==> config.mk <==
export PLATFORM = sky130hd
export DESIGN_NAME = gpio_interrupt_detector
export DESIGN_NICKNAME = d
export VERILOG_FILES = /design/src/hdl/gid_pkg.sv /design/src/hdl/gid_in_reg.sv /design/src/hdl/gid_core.sv /design/src/hdl/gid_out_reg.sv /design/src/hdl/gpio_interrupt_detector.sv
export SDC_FILE = /design/constraint.sdc
export NUM_CORES = 1
export LEC_CHECK = 0
export ABC_AREA = 0
export BUFFER_PORTS_ARGS = -buffer_cell sky130_fd_sc_hd__buf_4
export CAP_MARGIN = 25
export CORE_ASPECT_RATIO = 1.75
export CORE_UTILIZATION = 50
export CTS_CLUSTER_DIAMETER = 80
export DETAILED_ROUTE_END_ITERATION = 10
export MAX_ROUTING_LAYER = met4
export PLACE_DENSITY = 0.68
export REMOVE_ABC_BUFFERS = 1
export SYNTH_ARGS = -nofsm -noshare
export SYNTH_HDL_FRONTEND = slang
export SYNTH_SLANG_ARGS = --single-unit
==> constraint.sdc <==
create_clock -name clk_i -period 3.2 [get_ports clk_i]
set_input_delay 0.48 -clock clk_i [delete_from_list [all_inputs] [get_ports clk_i]]
set_output_delay 0.48 -clock clk_i [all_outputs]
set_load 0.05 [all_outputs]
==> src/hdl/gid_pkg.sv <==
// ----------------------------------------------------------------------------
// gid_pkg: shared types and constants of the GPIO interrupt detector
// Item structs, opcode and register select codes, condition codes and the
// masks of the pins that exist on the port.
// ----------------------------------------------------------------------------
package gid_pkg;

  // Number of pins on the port, 1 to 32
  localparam int unsigned PinCount = 32;
  localparam int unsigned RegWidth = 32;

  // Item operations
  typedef enum logic [1:0] {
    OP_TICK  = 2'd0,
    OP_READ  = 2'd1,
    OP_WRITE = 2'd2
  } opcode_e;

  // Register selects
  typedef enum logic [2:0] {
    SEL_COND_LOW  = 3'd0,
    SEL_COND_HIGH = 3'd1,
    SEL_MASK      = 3'd2,
    SEL_STATUS    = 3'd3,
    SEL_ANY_EDGE  = 3'd4
  } reg_sel_e;

  // Per-pin trigger condition
  typedef enum logic [1:0] {
    COND_LEVEL_LOW  = 2'd0,
    COND_LEVEL_HIGH = 2'd1,
    COND_RISING     = 2'd2,
    COND_FALLING    = 2'd3
  } cond_e;

  typedef struct packed {
    logic [1:0]          opcode;
    logic [2:0]          reg_select;
    logic [RegWidth-1:0] write_data;
    logic [RegWidth-1:0] pin_levels;
  } in_item_t;

  typedef struct packed {
    logic [RegWidth-1:0] read_data;
    logic                irq_low;
    logic                irq_high;
  } out_item_t;

  // Bits of the pins that exist
  function automatic logic [RegWidth-1:0] pin_mask_f();
    logic [RegWidth-1:0] m;
    m = '0;
    for (int i = 0; i < RegWidth; i++) begin
      if (i < PinCount) m[i] = 1'b1;
    end
    return m;
  endfunction

  // Two-bit condition fields of pins base..base+15 that exist
  function automatic logic [RegWidth-1:0] cond_mask_f(int unsigned base);
    logic [RegWidth-1:0] m;
    m = '0;
    for (int k = 0; k < RegWidth / 2; k++) begin
      if (base + k < PinCount) m[2*k +: 2] = 2'b11;
    end
    return m;
  endfunction

  localparam logic [RegWidth-1:0] PinMask      = pin_mask_f();
  localparam logic [RegWidth-1:0] CondLowMask  = cond_mask_f(0);
  localparam logic [RegWidth-1:0] CondHighMask = cond_mask_f(RegWidth / 2);

endpackage

==> src/hdl/gid_in_reg.sv <==
// ----------------------------------------------------------------------------
// gid_in_reg: input register stage
// Captures one item per beat and hands it to the detector logic as soon as
// the result register has room.
// ----------------------------------------------------------------------------
module gid_in_reg (
  input  logic              clk_i,
  input  logic              rst_ni,
  input  logic              in_valid_i,
  output logic              in_ready_o,
  input  gid_pkg::in_item_t in_item_i,
  input  logic              space_i,
  output logic              advance_o,
  output gid_pkg::in_item_t item_o
);
  import gid_pkg::*;

  logic     in_valid_q;
  in_item_t in_item_q;
  logic     load;

  // Move the held item on when the result side has room
  assign advance_o  = in_valid_q & space_i;
  assign in_ready_o = ~in_valid_q | advance_o;
  assign load       = in_valid_i & in_ready_o;
  assign item_o     = in_item_q;

  // Track occupancy
  always_ff @(posedge clk_i or negedge rst_ni) begin
    if (!rst_ni) begin
      in_valid_q <= 1'b0;
    end else if (load) begin
      in_valid_q <= 1'b1;
    end else if (advance_o) begin
      in_valid_q <= 1'b0;
    end
  end

  // Hold the payload
  always_ff @(posedge clk_i) begin
    if (load) begin
      in_item_q <= in_item_i;
    end
  end

endmodule

==> src/hdl/gid_core.sv <==
// ----------------------------------------------------------------------------
// gid_core: interrupt registers and per-pin detection
// Holds condition, mask, status, any-edge and last-level registers, applies
// one tick, read or write per advance and forms the result item.
// ----------------------------------------------------------------------------
module gid_core (
  input  logic               clk_i,
  input  logic               rst_ni,
  input  logic               advance_i,
  input  gid_pkg::in_item_t  item_i,
  output gid_pkg::out_item_t result_o
);
  import gid_pkg::*;

  logic [RegWidth-1:0]   cond_low_q, cond_low_d;
  logic [RegWidth-1:0]   cond_high_q, cond_high_d;
  logic [RegWidth-1:0]   mask_q, mask_d;
  logic [RegWidth-1:0]   status_q, status_d;
  logic [RegWidth-1:0]   any_edge_q, any_edge_d;
  logic [RegWidth-1:0]   last_q, last_d;
  logic [2*RegWidth-1:0] cond_all;
  logic [RegWidth-1:0]   hit;
  logic [RegWidth-1:0]   rdata;
  logic [RegWidth-1:0]   active;

  // Decide whether one pin's condition holds
  function automatic logic fire_f(logic any_edge, logic [1:0] code, logic now, logic was);
    logic f;
    if (any_edge) begin
      f = now ^ was;
    end else begin
      unique case (cond_e'(code))
        COND_LEVEL_LOW:  f = ~now;
        COND_LEVEL_HIGH: f = now;
        COND_RISING:     f = now & ~was;
        COND_FALLING:    f = was & ~now;
        default:         f = 1'b0;
      endcase
    end
    return f;
  endfunction

  // Evaluate every pin against its condition
  always_comb begin
    cond_all = {cond_high_q, cond_low_q};
    for (int i = 0; i < RegWidth; i++) begin
      hit[i] = fire_f(any_edge_q[i], cond_all[2*i +: 2], item_i.pin_levels[i], last_q[i]);
    end
  end

  // Apply the item to the registers
  always_comb begin
    cond_low_d  = cond_low_q;
    cond_high_d = cond_high_q;
    mask_d      = mask_q;
    status_d    = status_q;
    any_edge_d  = any_edge_q;
    last_d      = last_q;
    rdata       = '0;
    unique case (opcode_e'(item_i.opcode))
      OP_TICK: begin
        status_d = (status_q | hit) & PinMask;
        last_d   = item_i.pin_levels & PinMask;
      end
      OP_READ: begin
        unique case (reg_sel_e'(item_i.reg_select))
          SEL_COND_LOW:  rdata = cond_low_q;
          SEL_COND_HIGH: rdata = cond_high_q;
          SEL_MASK:      rdata = mask_q;
          SEL_STATUS:    rdata = status_q;
          SEL_ANY_EDGE:  rdata = any_edge_q;
          default:       rdata = '0;
        endcase
      end
      OP_WRITE: begin
        unique case (reg_sel_e'(item_i.reg_select))
          SEL_COND_LOW:  cond_low_d  = item_i.write_data & CondLowMask;
          SEL_COND_HIGH: cond_high_d = item_i.write_data & CondHighMask;
          SEL_MASK:      mask_d      = item_i.write_data & PinMask;
          SEL_STATUS:    status_d    = status_q & ~item_i.write_data;
          SEL_ANY_EDGE:  any_edge_d  = item_i.write_data & PinMask;
          default:       ;
        endcase
      end
      default: ;
    endcase
  end

  // Form the result from the updated state
  assign active             = status_d & mask_d;
  assign result_o.read_data = rdata;
  assign result_o.irq_low   = |active[RegWidth/2-1:0];
  assign result_o.irq_high  = |active[RegWidth-1:RegWidth/2];

  // Commit state on each advance
  always_ff @(posedge clk_i or negedge rst_ni) begin
    if (!rst_ni) begin
      cond_low_q  <= '0;
      cond_high_q <= '0;
      mask_q      <= '0;
      status_q    <= '0;
      any_edge_q  <= '0;
      last_q      <= '0;
    end else if (advance_i) begin
      cond_low_q  <= cond_low_d;
      cond_high_q <= cond_high_d;
      mask_q      <= mask_d;
      status_q    <= status_d;
      any_edge_q  <= any_edge_d;
      last_q      <= last_d;
    end
  end

endmodule

==> src/hdl/gid_out_reg.sv <==
// ----------------------------------------------------------------------------
// gid_out_reg: result register
// Holds one result beat until the consumer takes it and reports whether a
// new result can be loaded this cycle.
// ----------------------------------------------------------------------------
module gid_out_reg (
  input  logic               clk_i,
  input  logic               rst_ni,
  input  logic               load_i,
  input  gid_pkg::out_item_t result_i,
  output logic               space_o,
  output logic               out_valid_o,
  input  logic               out_ready_i,
  output gid_pkg::out_item_t out_item_o
);
  import gid_pkg::*;

  logic      out_valid_q;
  out_item_t out_item_q;

  // Room when empty or when the held beat leaves now
  assign space_o     = ~out_valid_q | out_ready_i;
  assign out_valid_o = out_valid_q;
  assign out_item_o  = out_item_q;

  // Track occupancy
  always_ff @(posedge clk_i or negedge rst_ni) begin
    if (!rst_ni) begin
      out_valid_q <= 1'b0;
    end else if (load_i) begin
      out_valid_q <= 1'b1;
    end else if (out_ready_i) begin
      out_valid_q <= 1'b0;
    end
  end

  // Hold the result payload
  always_ff @(posedge clk_i) begin
    if (load_i) begin
      out_item_q <= result_i;
    end
  end

endmodule

==> src/hdl/gpio_interrupt_detector.sv <==
// Flow: an accepted item waits in the input register until the result register
// has room, and its result is then registered in the output register.
// Throughput: one item per cycle while the output is not stalled.
// Reset: rst_ni low clears all interrupt registers, the last pin levels and
// both valid flags at once; no clearing pass follows.
// ----------------------------------------------------------------------------
// gpio_interrupt_detector: GPIO port interrupt unit
// Edge and level detection, mask and sticky status for up to 32 pins, with
// register access carried on the same item channel.
// ----------------------------------------------------------------------------
module gpio_interrupt_detector (
  input  logic               clk_i,
  input  logic               rst_ni,
  input  logic               in_valid_i,
  output logic               in_ready_o,
  input  gid_pkg::in_item_t  in_item_i,
  output logic               out_valid_o,
  input  logic               out_ready_i,
  output gid_pkg::out_item_t out_item_o
);
  import gid_pkg::*;

  in_item_t  item;
  out_item_t result;
  logic      advance;
  logic      space;

  // Capture incoming beats
  gid_in_reg u_gid_in_reg (
    .clk_i      (clk_i),
    .rst_ni     (rst_ni),
    .in_valid_i (in_valid_i),
    .in_ready_o (in_ready_o),
    .in_item_i  (in_item_i),
    .space_i    (space),
    .advance_o  (advance),
    .item_o     (item)
  );

  // Detect and update registers
  gid_core u_gid_core (
    .clk_i     (clk_i),
    .rst_ni    (rst_ni),
    .advance_i (advance),
    .item_i    (item),
    .result_o  (result)
  );

  // Hold results for the consumer
  gid_out_reg u_gid_out_reg (
    .clk_i       (clk_i),
    .rst_ni      (rst_ni),
    .load_i      (advance),
    .result_i    (result),
    .space_o     (space),
    .out_valid_o (out_valid_o),
    .out_ready_i (out_ready_i),
    .out_item_o  (out_item_o)
  );

endmodule

After elaboration in Yosys (flattened, before gate mapping)
Index checks and enable logic that the tools add are counted.
{"block": "word_totals", "word_cells": 402, "ff_bits": 297}
{"block": "classes", "n_reduce_logical": 42, "eq_ne": 102, "n_mux": 73, "n_bitwise": 170}
{"cell": "32-bit case mux with 5 select lines", "n": 1}
{"cell": "2-bit == test, second input constant", "n": 65}
{"cell": "1-bit case mux with 4 select lines", "n": 32}
{"cell": "32-bit two-way mux", "n": 3}
{"cell": "1-bit bitwise AND", "n": 66}
{"cell": "2-bit by 1-bit == test with 1-bit output, second input constant", "n": 33}
{"cell": "2-bit logical NOT", "n": 33}
{"cell": "1-bit NOT", "n": 66}
{"cell": "32-bit bitwise AND", "n": 2}
{"cell": "32-bit case mux with 2 select lines", "n": 1}
{"cell": "1-bit two-way mux", "n": 36}
{"cell": "32-bit NOT", "n": 1}
{"cell": "32-bit OR", "n": 1}
{"cell": "16-bit OR reduction", "n": 2}
{"cell": "1-bit bitwise XOR", "n": 32}
{"cell": "3-bit AND reduction", "n": 3}
{"cell": "3-bit by 2-bit == test with 1-bit output, second input constant", "n": 2}
{"cell": "2-bit nonzero test", "n": 2}
{"cell": "3-bit by 1-bit == test with 1-bit output, second input constant", "n": 1}
{"cell": "3-bit == test, second input constant", "n": 1}
{"cell": "3-bit logical NOT", "n": 1}
{"cell": "1-bit OR", "n": 2}
{"cell": "2-bit AND reduction", "n": 1}

Logic depth before layout (Yosys ltp)
{"block": "logic_depth", "word_depth": 8, "depth_mapped": 10, "depth_no_buf": 8}

Hierarchy
Synthesis repeated with hierarchy kept, for this count alone.
{"block": "unflattened", "hier_cells": 1283, "area_unflattened_um2": 15072.0}
{"mod": "gid_core", "instances": 1, "area_each_um2": 11871.4, "cells_per_inst": 1172, "seq_area_each_um2": 4804.6}
{"mod": "gid_in_reg", "instances": 1, "area_each_um2": 2132.0, "cells_per_inst": 74, "seq_area_each_um2": 2097.0}
{"mod": "gid_out_reg", "instances": 1, "area_each_um2": 1068.5, "cells_per_inst": 37, "seq_area_each_um2": 1046.0}

Least setup slack after synthesis
Ideal clock, no wire load.
{"block": "synth_path", "kind": "register to register", "from": "register u_gid_out_reg.out_valid_q (netlist: u_gid_out_reg.out_valid_o)", "to": "register u_gid_in_reg.in_item_q, in the netlist u_gid_in_reg.item_o[0], enable pin", "stages_incl_launch_ff": 3, "synth_period_minus_slack_ps": 3250, "arrival_ps": 2816, "setup_slack_ps": -50, "t_required_ps": 2766, "n_path_buf": 0, "path_cell_list": "dfrtp_1 -> nand3b_1 -> and2_1"}
{"block": "synth_between", "elab_chain_len": 5}
{"element": "start, declared", "line_no": "gid_out_reg.sv:18", "rtl": "logic out_valid_q;"}
{"element": "start signal, assigned", "line_no": "gid_out_reg.sv:29", "rtl": "out_valid_q <= 1'b0;"}
{"element": "start signal, assigned", "line_no": "gid_out_reg.sv:31", "rtl": "out_valid_q <= 1'b1;"}
{"element": "start signal, assigned", "line_no": "gid_out_reg.sv:33", "rtl": "out_valid_q <= 1'b0;"}
{"element": "1-bit NOT", "line_no": "gid_out_reg.sv:22", "rtl": "assign space_o = ~out_valid_q | out_ready_i;"}
{"element": "1-bit OR", "line_no": "gid_out_reg.sv:22"}
{"element": "1-bit bitwise AND", "line_no": "gid_in_reg.sv:23", "rtl": "assign advance_o = in_valid_q & space_i;"}
{"element": "1-bit OR", "line_no": "gid_in_reg.sv:24", "rtl": "assign in_ready_o = ~in_valid_q | advance_o;"}
{"element": "via in_ready_o", "line_no": "gpio_interrupt_detector.sv:15", "rtl": "output logic in_ready_o,"}
{"element": "1-bit bitwise AND", "line_no": "gid_in_reg.sv:25", "rtl": "assign load = in_valid_i & in_ready_o;"}
{"element": "via u_gid_in_reg.load", "line_no": "gid_in_reg.sv:20", "rtl": "logic load;"}
{"element": "end signal, assigned", "line_no": "gid_in_reg.sv:42", "rtl": "in_item_q <= in_item_i;"}
{"element": "end, declared", "line_no": "gid_in_reg.sv:19", "rtl": "in_item_t in_item_q;"}
The timed path passes the listed nets, and every way through them passes these cells.
A chain may end at the register's enable or synchronous reset.

==> results.cfg <==
[cts]
cts_tree = yes
cts_max_level = 1
cts_root_buf = clkbuf_16
path_clk_slew_ns = 0.06
cts_num_sinks = 297
clockBufferDepth = 3
post_cts_buffers = 0
clk_latency_ns = 0.57
numCtsBuffers = 28

[final_layout]
final_cell_area_um2 = 17270
drive_above_1_share_pct = 25.25
post-route-util_pct = 58.76
area.growth.synth_to_final_pct = 15.33
mostFrequentLayoutCells = dfrtp_1 (194), mux2_2 (153), buf_4 (147)
n_antenna_cell = 0
final_common_cell = dfrtp_1
final_nets = 1525

[placement]
portBuffers = 108
place_congestion = 0.9046
place_area_um2 = 16330
hpwl_mm = 27.01

[global_routing]
grt_use_total_pct = 27.96
grt_pass1_vias = 11200
grt_max_degree = 68
antenna_found_initial = 0
grt-ovfl-total = 0
grt_pass1_wl_mm = 63.40

[yosys]
syn_avg_cell_area_um2 = 11.72
synth_edf_count = 103
yosysTopAreaCell = dfrtp_1
synth_seq_cells = 297
syn-cell-area_um2 = 14970
yosysSeqAreaShare_pct = 53.07
synth_top_area_share_pct = 32.42
synth_flop_cell = dfrtp_1
synth_cell_types = 46
ys_warn_count = 0
ys_top_cells_by_area = dfrtp_1 (32%), edfxtp_1 (21%), mux2_2 (12%)
synth_cells = 1278
async_reset_ff_share_pct = 65.32

[floorplanning]
core-area_um2 = 29390
die-height_um = 230.9
pin_count = 109
start_util_pct = 50.95
die_w_um = 132.8
placementRows = 83
die-area_um2 = 30670

[sta]
rsz0062_at_grt = false
setup_violations = 0
fmax_ghz = 0.3391
holdWs_ns = 0.08960
slew_headroom_pct = 42.17
final_hold_viol_count = 0
setup_tns_ns = 0
worst_pin_slew_ns = 0.8675
skew_ns = 0.01536
period_needed_ns = 2.949
fin_crit_sh_pct = 92.15
slew_violations = 0

[setup_path]
crit_arrival_ns = 3.24
critPathKind = reg -> reg
worst_setup_path_end_kind = register
path_max_fanout = 12
crit_required_ns = 3.49
worstSetupStartpointType = register

[detailed_routing]
drc = 0
drt-initial-drc-count = 1114
wl_per_cell_um = 22.80
dr.pass1.iters = 5
vias = 10910
vias_per_cell = 6.085
drtAntennaViolNets = 0
wl_mm = 40.85

[power_and_ir_drop]
power.density_nw_per_um2 = 638.0
p_leak_nw = 7.373
finalPower_mw = 11.02
irDropWorstVdd_mv = 0.4932

[job]
maxCapViolCount = 0

[outcome]
status = finished, final reports clean

[worst_hold_path]
hold_path.class = in -> reg
Yosys cell counts (2+ instances only):
library cell,n
a2111o_1,2
a2111oi_0,9
a21oi_1,23
a22oi_1,63
a31oi_1,2
a32oi_1,22
a41oi_1,4
and2_1,33
buf_1,6
buf_2,12
buf_4,3
clkbuf_1,50
dfrtp_1,194
edfxtp_1,103
ha_1,64
inv_1,76
mux2_2,153
mux2i_1,48
nand2_1,108
nand2b_1,17
nand3_1,28
nand3b_1,20
nand4_1,2
nor2_1,23
nor3_1,2
nor3b_1,10
nor4_1,7
nor4b_1,14
o2111a_1,9
o211ai_1,6
o21ai_0,79
o22ai_1,40
o31ai_1,3
o32ai_1,3
or3_1,15
xnor2_1,15
area by class of cell:
type                            instances  area [µm²]
Multi-Input combinational cell        833        6469
Timing Repair Buffer                  151        1167
Sequential cell                       297        7948
Clock inverter                         13       83.83
Fill cell                            2480       12120
Clock buffer                           39       835.8
Tap cell                              382       478.0
Inverter                               77       289.0
per-stage QoR:
step           std cells  worst slack [ns]
4_1_cts             1792           0.09980
5_1_grt             1792            0.1127
6_report            1792            0.2512
3_3_place_gp        1739            0.1938
2_1_floorplan       1207            -1.253
3_5_place_dp        1739           0.09525
worst paths after layout:
kind                                               from                           to  slack (ns)  cells after the start
worst max-delay path            u_gid_in_reg.item_o[67]  u_gid_out_reg.out_item_o[0]        0.25                      8
worst min-delay path                      in_item_i[27]      u_gid_in_reg.item_o[27]        0.09                      1
worst max register to register  u_gid_in_reg.item_o[67]  u_gid_out_reg.out_item_o[0]        0.25                      8
worst min register to register  u_gid_in_reg.in_valid_q    u_gid_out_reg.out_valid_o        0.49                      1
max in group asynchronous                        rst_ni       u_gid_core.status_q[0]        1.88                      3
min in group asynchronous                        rst_ni    u_gid_core.cond_low_q[23]        0.46                      2
cell families (layout without fill, tap and decap cells):
kind of cell | Yosys count | after routing | synth area share [%]
flops | 297 | 297 | 53.07
simple gates | 284 | 284 | 10.00
compound gates | 269 | 269 | 12.10
mux | 201 | 201 | 14.71
buf+inv | 148 | 280 | 3.885
fa+ha+maj | 64 | 64 | 5.348
xor+xnor | 15 | 15 | 0.8774
routing by layer:
layer  share of wire, %  global-route usage, %  routed length (µm)  vias to the layer above
li1                   -                      -                   -                     4929
met5                  0                      -                   0                        -
met1                 39                  32.64               15900                     5441
met3                5.0                  2.811                2063                      115
met4                4.6                  14.12                1859                        0
met2                 51                  47.74               21030                      420
registers in the layout, summed over array words and instances, names as in the netlist:
signal                     cells
u_gid_core.last_q             32
u_gid_core.status_q           32
u_gid_core.any_edge_q         32
u_gid_core.cond_low_q         32
u_gid_core.cond_high_q        32
u_gid_out_reg.out_valid_o      1
u_gid_in_reg.item_o           69
u_gid_core.mask_q             32
u_gid_out_reg.out_item_o      34
u_gid_in_reg.in_valid_q        1
report_power, final:
group          switching [mW]  internal, mW  total [mW]
sequential              0.742          4.63        5.38
combinational            1.17          1.11        2.29
clock                    1.46          1.90        3.35
repair_timing:
action,CTS,global route
hold buffers,1,0
endpoints found under the setup margin,0,2
resized for setup,0,2
endpoints found under the hold margin,58,0
worst max-delay path, stage by stage (launching register included):
cell and delay, ns:
edfxtp_1 0.39, buf_4 0.19, nand4bb_1 0.42, nor2_2 0.44
buf_4 0.30, mux2i_1 0.23, o22ai_1 0.12, nor4_2 0.51
nand2_1 0.09
(Power assumes the default switching activity.)
